$ cat src/hdl/alfl_pkg.sv
// Package for the array linked list with free list: sizes, codes and types.
// Used by alfl_ram, alfl_ctrl and the top level; depends on nothing.
package alfl_pkg;
   localparam int NODES     = 256;
   localparam int DATA_BITS = 32;
   localparam int IDX_BITS  = $clog2(NODES + 1);
   localparam int ADR_BITS  = $clog2(NODES);
   localparam logic [IDX_BITS-1:0] NONE = IDX_BITS'(NODES);

   typedef enum logic [2:0] {
      OP_INS_FRONT = 3'd0,
      OP_INS_REAR  = 3'd1,
      OP_RM_FRONT  = 3'd2,
      OP_RM_REAR   = 3'd3,
      OP_RM_CUR    = 3'd4,
      OP_SEARCH    = 3'd5,
      OP_CLEAR     = 3'd6,
      OP_NOP       = 3'd7
   } op_type;

   typedef enum logic [1:0] {
      ST_OK       = 2'd0,
      ST_EMPTY    = 2'd1,
      ST_NOTFOUND = 2'd2,
      ST_FULL     = 2'd3
   } status_type;

   typedef enum logic [2:0] {
      S_IDLE,
      S_DISPATCH,
      S_WAIT,
      S_STEP,
      S_READCUR,
      S_LOAD,
      S_DONE
   } state_type;

   // One memory access from the controller to the node store.
   typedef struct packed {
      logic                 rd;
      logic [ADR_BITS-1:0]  rd_adr;
      logic                 wr_data;
      logic                 wr_link;
      logic                 wr_free;
      logic [ADR_BITS-1:0]  wr_adr;
      logic [DATA_BITS-1:0] data;
      logic [IDX_BITS-1:0]  link;
   } mem_req_type;

   typedef struct packed {
      logic [DATA_BITS-1:0] data;
      logic [IDX_BITS-1:0]  link;
      logic [IDX_BITS-1:0]  free;
   } mem_rsp_type;
endpackage

$ cat src/hdl/alfl_ctrl.sv
// Sequencer that walks the list in the node store, one read per step.
// Depends on alfl_pkg; drives alfl_ram through a mem_req_type struct.
module alfl_ctrl (
   input  logic                  clock,
   input  logic                  reset,
   input  logic                  start,
   input  alfl_pkg::op_type      op,
   input  logic [alfl_pkg::DATA_BITS-1:0] din,
   input  logic [31:0]           key_mask,
   output logic                  idle,
   output logic                  done,
   input  logic                  taken,
   output logic [1:0]            status,
   output logic [alfl_pkg::IDX_BITS-1:0] found_index,
   output logic [alfl_pkg::IDX_BITS-1:0] current_index,
   output logic [alfl_pkg::DATA_BITS-1:0] current_data,
   output alfl_pkg::mem_req_type mreq,
   input  alfl_pkg::mem_rsp_type mrsp
);
   import alfl_pkg::*;

   state_type state_ff, state_in;
   op_type    op_ff, op_in;
   logic [DATA_BITS-1:0] din_ff, din_in, cdata_ff, cdata_in;
   logic [IDX_BITS-1:0]  head_ff, head_in, cur_ff, cur_in, fhead_ff, fhead_in;
   logic [IDX_BITS-1:0]  hw_ff, hw_in, p_ff, p_in, pre_ff, pre_in, fnd_ff, fnd_in;
   logic [IDX_BITS-1:0]  steps_ff, steps_in;
   logic [1:0]           st_ff, st_in;
   // Set while the read in flight is the free list head (node allocation).
   logic                 alloc_ff, alloc_in;
   // Set while the second write of a request is still to be done.
   logic                 tail_ff, tail_in;
   logic [DATA_BITS-1:0] dmask;

   assign dmask = DATA_BITS'(key_mask);
   assign idle  = (state_ff == S_IDLE);
   assign done  = (state_ff == S_DONE);
   assign status = st_ff;
   assign found_index = fnd_ff;
   assign current_index = cur_ff;
   assign current_data = cdata_ff;

   always_ff @(posedge clock) begin
      if (reset) begin
         state_ff <= S_IDLE;
         head_ff  <= NONE;
         cur_ff   <= NONE;
         fhead_ff <= NONE;
         hw_ff    <= '0;
      end else begin
         state_ff <= state_in;
         head_ff  <= head_in;
         cur_ff   <= cur_in;
         fhead_ff <= fhead_in;
         hw_ff    <= hw_in;
      end
      op_ff <= op_in; din_ff <= din_in; cdata_ff <= cdata_in;
      p_ff <= p_in; pre_ff <= pre_in; fnd_ff <= fnd_in;
      steps_ff <= steps_in; st_ff <= st_in; alloc_ff <= alloc_in;
      tail_ff <= tail_in;
   end

   always_comb begin
      logic [IDX_BITS-1:0] nn;
      logic full;
      full = (hw_ff >= NONE);
      nn = (fhead_ff != NONE) ? fhead_ff : hw_ff;
      state_in = state_ff; op_in = op_ff; din_in = din_ff; cdata_in = cdata_ff;
      head_in = head_ff; cur_in = cur_ff; fhead_in = fhead_ff; hw_in = hw_ff;
      p_in = p_ff; pre_in = pre_ff; fnd_in = fnd_ff; steps_in = steps_ff;
      st_in = st_ff; alloc_in = 1'b0; tail_in = tail_ff;
      mreq = '0;
      case (state_ff)
         S_IDLE: begin
            if (start) begin
               op_in = op; din_in = din; fnd_in = NONE; st_in = ST_OK;
               steps_in = '0; p_in = head_ff; pre_in = head_ff; tail_in = 1'b0;
               state_in = S_DISPATCH;
            end
         end
         S_DISPATCH: begin
            state_in = S_READCUR;
            if (tail_ff) begin
               // Second write: store the new rear node, or relink around a freed node.
               tail_in = 1'b0;
               mreq.wr_link = 1'b1;
               if (op_ff == OP_INS_REAR) begin
                  mreq.wr_data = 1'b1; mreq.wr_adr = ADR_BITS'(p_ff);
                  mreq.data = din_ff; mreq.link = NONE;
                  if (fhead_ff != NONE) begin
                     mreq.rd = 1'b1; mreq.rd_adr = ADR_BITS'(fhead_ff);
                     alloc_in = 1'b1; state_in = S_WAIT;
                  end else hw_in = hw_ff + 1'b1;
               end else begin
                  mreq.wr_adr = ADR_BITS'(pre_ff); mreq.link = p_ff;
               end
            end else begin
               case (op_ff)
                  OP_INS_FRONT, OP_INS_REAR: begin
                     if (op_ff == OP_INS_REAR && head_ff != NONE) begin
                        mreq.rd = 1'b1; mreq.rd_adr = ADR_BITS'(head_ff);
                        state_in = S_WAIT;
                     end else if (fhead_ff == NONE && full) begin
                        st_in = ST_FULL;
                     end else begin
                        mreq.wr_data = 1'b1; mreq.wr_link = 1'b1;
                        mreq.wr_adr = ADR_BITS'(nn); mreq.data = din_ff;
                        mreq.link = head_ff;
                        head_in = nn; cur_in = nn;
                        if (fhead_ff != NONE) begin
                           mreq.rd = 1'b1; mreq.rd_adr = ADR_BITS'(fhead_ff);
                           alloc_in = 1'b1; state_in = S_WAIT;
                        end else hw_in = hw_ff + 1'b1;
                     end
                  end
                  OP_RM_FRONT, OP_RM_REAR, OP_SEARCH, OP_CLEAR: begin
                     if (head_ff == NONE) begin
                        if (op_ff == OP_SEARCH) st_in = ST_NOTFOUND;
                        else if (op_ff != OP_CLEAR) st_in = ST_EMPTY;
                        else cur_in = NONE;
                     end else begin
                        mreq.rd = 1'b1; mreq.rd_adr = ADR_BITS'(head_ff);
                        state_in = S_WAIT;
                     end
                  end
                  OP_RM_CUR: begin
                     if (head_ff == NONE || cur_ff == NONE) st_in = ST_EMPTY;
                     else begin
                        mreq.rd = 1'b1; mreq.rd_adr = ADR_BITS'(head_ff);
                        state_in = S_WAIT;
                     end
                  end
                  default: ;
               endcase
            end
         end
         S_WAIT: begin
            state_in = S_STEP;
            alloc_in = alloc_ff;
         end
         S_STEP: begin
            // mrsp holds data/link of node p_ff, or free link of the taken node.
            state_in = S_READCUR;
            if (alloc_ff) begin
               fhead_in = mrsp.free;
            end else begin
               case (op_ff)
                  OP_INS_REAR: begin
                     if (mrsp.link != NONE && steps_ff < IDX_BITS'(NODES)) begin
                        p_in = mrsp.link; steps_in = steps_ff + 1'b1;
                        mreq.rd = 1'b1; mreq.rd_adr = ADR_BITS'(mrsp.link);
                        state_in = S_WAIT;
                     end else if (fhead_ff == NONE && full) begin
                        st_in = ST_FULL;
                     end else begin
                        // Link rear to the new node here; write the new node next.
                        mreq.wr_link = 1'b1; mreq.wr_adr = ADR_BITS'(p_ff);
                        mreq.link = nn;
                        cur_in = nn; p_in = nn;
                        tail_in = 1'b1; state_in = S_DISPATCH;
                     end
                  end
                  OP_RM_FRONT: begin
                     mreq.wr_free = 1'b1; mreq.wr_adr = ADR_BITS'(head_ff);
                     mreq.link = fhead_ff; fhead_in = head_ff;
                     head_in = mrsp.link; cur_in = mrsp.link;
                  end
                  OP_CLEAR: begin
                     mreq.wr_free = 1'b1; mreq.wr_adr = ADR_BITS'(head_ff);
                     mreq.link = fhead_ff; fhead_in = head_ff;
                     head_in = mrsp.link;
                     if (mrsp.link != NONE && steps_ff < IDX_BITS'(NODES - 1)) begin
                        steps_in = steps_ff + 1'b1;
                        mreq.rd = 1'b1; mreq.rd_adr = ADR_BITS'(mrsp.link);
                        state_in = S_WAIT;
                     end else begin
                        head_in = NONE; cur_in = NONE;
                     end
                  end
                  OP_RM_REAR: begin
                     if (mrsp.link != NONE && steps_ff < IDX_BITS'(NODES)) begin
                        pre_in = p_ff; p_in = mrsp.link;
                        steps_in = steps_ff + 1'b1;
                        mreq.rd = 1'b1; mreq.rd_adr = ADR_BITS'(mrsp.link);
                        state_in = S_WAIT;
                     end else if (steps_ff == '0) begin
                        mreq.wr_free = 1'b1; mreq.wr_adr = ADR_BITS'(head_ff);
                        mreq.link = fhead_ff; fhead_in = head_ff;
                        head_in = mrsp.link; cur_in = mrsp.link;
                     end else begin
                        // The last node goes free; its predecessor becomes rear next.
                        mreq.wr_free = 1'b1; mreq.wr_adr = ADR_BITS'(p_ff);
                        mreq.link = fhead_ff;
                        fhead_in = p_ff; cur_in = pre_ff; p_in = NONE;
                        tail_in = 1'b1; state_in = S_DISPATCH;
                     end
                  end
                  OP_RM_CUR: begin
                     if (cur_ff == head_ff) begin
                        mreq.wr_free = 1'b1; mreq.wr_adr = ADR_BITS'(head_ff);
                        mreq.link = fhead_ff; fhead_in = head_ff;
                        head_in = mrsp.link; cur_in = mrsp.link;
                     end else if (p_ff == cur_ff) begin
                        // p_ff is the current node; its link closes the gap next.
                        mreq.wr_free = 1'b1; mreq.wr_adr = ADR_BITS'(p_ff);
                        mreq.link = fhead_ff;
                        fhead_in = p_ff; cur_in = pre_ff; p_in = mrsp.link;
                        tail_in = 1'b1; state_in = S_DISPATCH;
                     end else if (mrsp.link == cur_ff) begin
                        pre_in = p_ff; p_in = mrsp.link;
                        mreq.rd = 1'b1; mreq.rd_adr = ADR_BITS'(mrsp.link);
                        state_in = S_WAIT;
                     end else if (mrsp.link != NONE && steps_ff < IDX_BITS'(NODES)) begin
                        p_in = mrsp.link;
                        steps_in = steps_ff + 1'b1;
                        mreq.rd = 1'b1; mreq.rd_adr = ADR_BITS'(mrsp.link);
                        state_in = S_WAIT;
                     end else st_in = ST_EMPTY;
                  end
                  OP_SEARCH: begin
                     if ((mrsp.data & dmask) == (din_ff & dmask)) begin
                        cur_in = p_ff; fnd_in = p_ff;
                     end else if (mrsp.link != NONE
                                  && steps_ff < IDX_BITS'(NODES - 1)) begin
                        p_in = mrsp.link; steps_in = steps_ff + 1'b1;
                        mreq.rd = 1'b1; mreq.rd_adr = ADR_BITS'(mrsp.link);
                        state_in = S_WAIT;
                     end else st_in = ST_NOTFOUND;
                  end
                  default: ;
               endcase
            end
         end
         S_READCUR: begin
            if (cur_ff != NONE) begin
               mreq.rd = 1'b1; mreq.rd_adr = ADR_BITS'(cur_ff);
            end
            state_in = S_LOAD;
         end
         S_LOAD: begin
            cdata_in = (cur_ff != NONE) ? mrsp.data : '0;
            state_in = S_DONE;
         end
         S_DONE: begin
            if (taken) state_in = S_IDLE;
         end
         default: state_in = S_IDLE;
      endcase
   end

`ifndef SYNTHESIS
   a_done_hold: assert property (@(posedge clock) disable iff (reset)
      done && !taken |=> done) else $error("result dropped before taken");
   a_hw_range: assert property (@(posedge clock) disable iff (reset)
      hw_ff <= NONE) else $error("high water beyond store");
   a_start_idle: assert property (@(posedge clock) disable iff (reset)
      start |-> idle) else $error("request taken while busy");
`endif
endmodule

$ cat config.mk
export PLATFORM = sky130hd
export DESIGN_NAME = alfl_ctrl
export DESIGN_NICKNAME = d
export VERILOG_FILES = /design/src/hdl/alfl_pkg.sv /design/src/hdl/alfl_ctrl.sv
export SDC_FILE = /design/constraint.sdc
export NUM_CORES = 1
export LEC_CHECK = 0
export ABC_AREA = 1
export BUFFER_PORTS_ARGS = -buffer_cell sky130_fd_sc_hd__buf_2
export CELL_PAD_IN_SITES_DETAIL_PLACEMENT = 1
export CELL_PAD_IN_SITES_GLOBAL_PLACEMENT = 2
export CORE_MARGIN = 4
export CORE_UTILIZATION = 30
export CTS_BUF_LIST = sky130_fd_sc_hd__clkbuf_4 sky130_fd_sc_hd__clkbuf_8 sky130_fd_sc_hd__clkbuf_16
export DETAILED_ROUTE_END_ITERATION = 10
export GPL_TIMING_DRIVEN = 0
export PLACE_DENSITY = 0.9
export SYNTH_ARGS = -nofsm -noshare
export SYNTH_HDL_FRONTEND = slang
export SYNTH_SLANG_ARGS = --single-unit
$ cat constraint.sdc
create_clock -name clock -period 3.1 [get_ports clock]
set_input_delay 0.31 -clock clock [delete_from_list [all_inputs] [get_ports clock]]
set_output_delay 0.31 -clock clock [all_outputs]
set_load 0.05 [all_outputs]
==> summary.txt <==
Timing
  – Fin. max-slew vios: 0
  – Slew of the pin with the lowest slew margin: 0.853 ns
  – Count of final hold-check violations: 0
  – Slew headroom: 0.427
  – RSZ-0062 raised after global routing: true
  – Fin crit share: 1.00
  – Final setup vio count: 1
  – Fin Clk Skew: 0.0133 ns
  – Final Hold Slack: 0.0246 ns
  – Worst Setup Slack, final: -0.00666 ns
  – Max frequency: ~320 MHz
  – Clock period minus worst slack: 3.11 ns

Yosys
  – Syn_nets: 1562
  – Largest cells by area after synthesis: edfxtp_1, nand2_1, dfxtp_1
  – Avg Inst Size Synth: 7.02 um2
  – Post-Synthesis Cells: approximately 1400
  – Area leader, netlist: edfxtp_1
  – Synth cell types: 54
  – Register area share after synthesis: 0.396
  – FF+latch count, synth: 146
  – Yosys warnings: 0
  – Mapped Area: 0.0101 mm2
  – Top cell type's share of synthesized area: 0.318

Power and ir drop
  – Overall power: 0.0159 W
  – Peak supply drop: approximately 700 uV
  – PD cells: 1160 mW/mm2
  – Lkg Pwr: 6.17 nW

Worst setup path
  – Critical Path End Type: output port
  – CP peak stage delay: 0.30 ns
  – Most frequent CP cell: buf_4
  – Slowest CP cell: dfxtp_1
  – Worst r2r dst: steps_ff[3]
  – CP bufs+invs: 5
  – Startpoint class of the critical path: flop
  – Worst-path maximum fanout: 7
  – Crit Reg-Reg Startpoint: state_ff[0]
  – Worst EP arrival: 2.80 ns
  – Worst Setup Path Type: flop to output port
  – Worst R2R Setup Slack: 0.20 ns
  – Crit path depth: 13
  – Crit-path leading delay family: buffers and inverters
  – Crit path cell chain: buf_2, inv_4, nand2_1, nor2_2, nand2_4, a21oi_4, nand2_2, nand2_1, nand2_4, buf_4, buf_4, o22ai_1, buf_4
  – Required @ worst endpoint: 2.79 ns
  – Worst r2r path cells: 9

Global routing
  – Antenna violations before repair: 4
  – Total track usage: 0.280
  – Total gr overflow: 0
  – First-pass GRT wire length: 75.9 mm
  – Largest net degree at the start of global routing: 27
  – Vias in the first global route: 12300

Floorplanning
  – Num ports: 236
  – Die area: approximately 0.037 mm2
  – Die Height: 191 um
  – Row count: 66
  – Die X: 191 um
  – Initial Util: 0.307
  – Core Region: 0.0329 mm2

Routing
  – Router iterations before antenna repair: 5
  – Wire per inst: 24.1 um
  – Drt via density: 5.51
  – Routed Antenna Nets: 0
  – DRC violations left: 0
  – Vias: 12200
  – Initial DRC count: 1054
  – Detailed Route WL: 53.1 mm

Layout
  – Util after Layout: 0.417
  – Design area: 0.0137 mm2
  – Share of cells above drive strength 1: 0.291
  – Nets: 1873
  – Area delta synth->final: 35.9%
  – Commonest non-fill, non-tap cells in the layout: nand2_1, buf_2, inv_1
  – Commonest non-fill, non-tap cell in the layout: nand2_1
  – Final std cells w/o fill: 2206

Hold path
  – Worst hold path type: primary input to flop
  – Worst hold path cell count: 1
  – HP Start: din[10]
  – Hold Path End: din_ff[10]

Clock tree
  – Maximum clock path buffer count: 2
  – CTS Sinks: 146
  – CTS tree: built
  – H-tree levels: 4
  – Clk_lat worst skew: 0.46 ns
  – CTS root buf: clkbuf_16
  – Clock Pin Slew Worst Setup and Hold Paths: 0.07 ns
  – Inserted Clock Buffers: 17

Placed design
  – Area after DPL: 0.0119 mm2
  – Placed insts: 2117
  – GP Congestion: 1.02
  – Port-buffer cells: 232
  – Post-DP HPWL: ~40 mm

Status
  – Status: finished, violations left
  – Failing checks: negative setup slack

Job
  – Max Cap Viol: 0
## power by group
part | internal [W] | total [W] | switching, W
Clock | 0.00111 | 0.00205 | 0.000939
Combinational | 0.00281 | 0.0101 | 0.00732
Sequential | 0.00309 | 0.00367 | 0.000576
Total | 0.00701 | 0.0159 | 0.00884
## logic make-up (layout without fill, tap and decap cells)
logic type	Yosys count	in the layout	share of synthesized area
AO/OA/AOI/OAI	309	309	0.181
XOR/XNOR	15	15	0.0130
adder cells (fa/ha/maj)	3	3	0.00372
buffers and inverters	258	582	0.102
flip-flops	146	146	0.396
other	0	2	0
AND/OR/NAND/NOR	707	707	0.305
## layout make-up
type                       count  area, um2
clock buffer                  17        425
buffer                        54        314
multi-input combinational   1034       5530
antenna                        2       5.00
fill                        4190      19200
tap                          442        553
clock inverter                15        131
inverter                     203        790
sequential                   146       4010
timing repair buffer         293       1960
## worst max path at each step
stage | start | to
finish | head_ff[0] | mreq[42]
global route | steps_ff[1] | mreq[46]
CTS | steps_ff[1] | mreq[41]
detailed placement | mrsp[15] | mreq[0]
floorplan | current_index[7] | mreq[42]
global placement | p_ff[1] | steps_ff[3]
## Yosys cell counts (all sizes together)
library cell	n
nand2	358
nor2	195
clkbuf	24
edfxtp	107
o22ai	31
nand4	19
a31oi	3
a221oi	1
dfxtp	39
nand3b	1
o221ai	9
clkinv	1
ha	3
nor4	4
xor2	4
o21a	1
nand3	104
a22oi	33
o32ai	1
nor3b	4
buf	31
o2111ai	2
o31ai	3
o21bai	2
a21oi	67
or2	3
a211oi	3
inv	202
o21ai	124
o211ai	28
and3	1
a21boi	1
xnor2	11
nor3	18
## through the flow
step | setup TNS (ns) | setup slack (ns)
floorplan | 0 | 0.161
global placement | -46.45 | -1.16
detailed placement | -2.28 | -0.242
CTS | -0.00698 | -0.00698
global route | -0.535 | -0.144
finish | -0.00666 | -0.00666
## routing by layer
metal,part of all wire,GRT usage,up-vias
li1,-,-,5472
met1,0.39,0.340,5868
met2,0.45,0.451,677
met3,0.10,0.0802,135
met4,0.052,0.148,4
met5,0.00049,0,-
## timing repair
action	4_1_cts	5_1_grt
resized for setup	151	110
setup endpoints to repair	73	75
hold buffers	2	0
hold endpoints to repair	2	0
setup buffers	32	22
pin swaps	9	14
(Power assumes the default switching activity.)
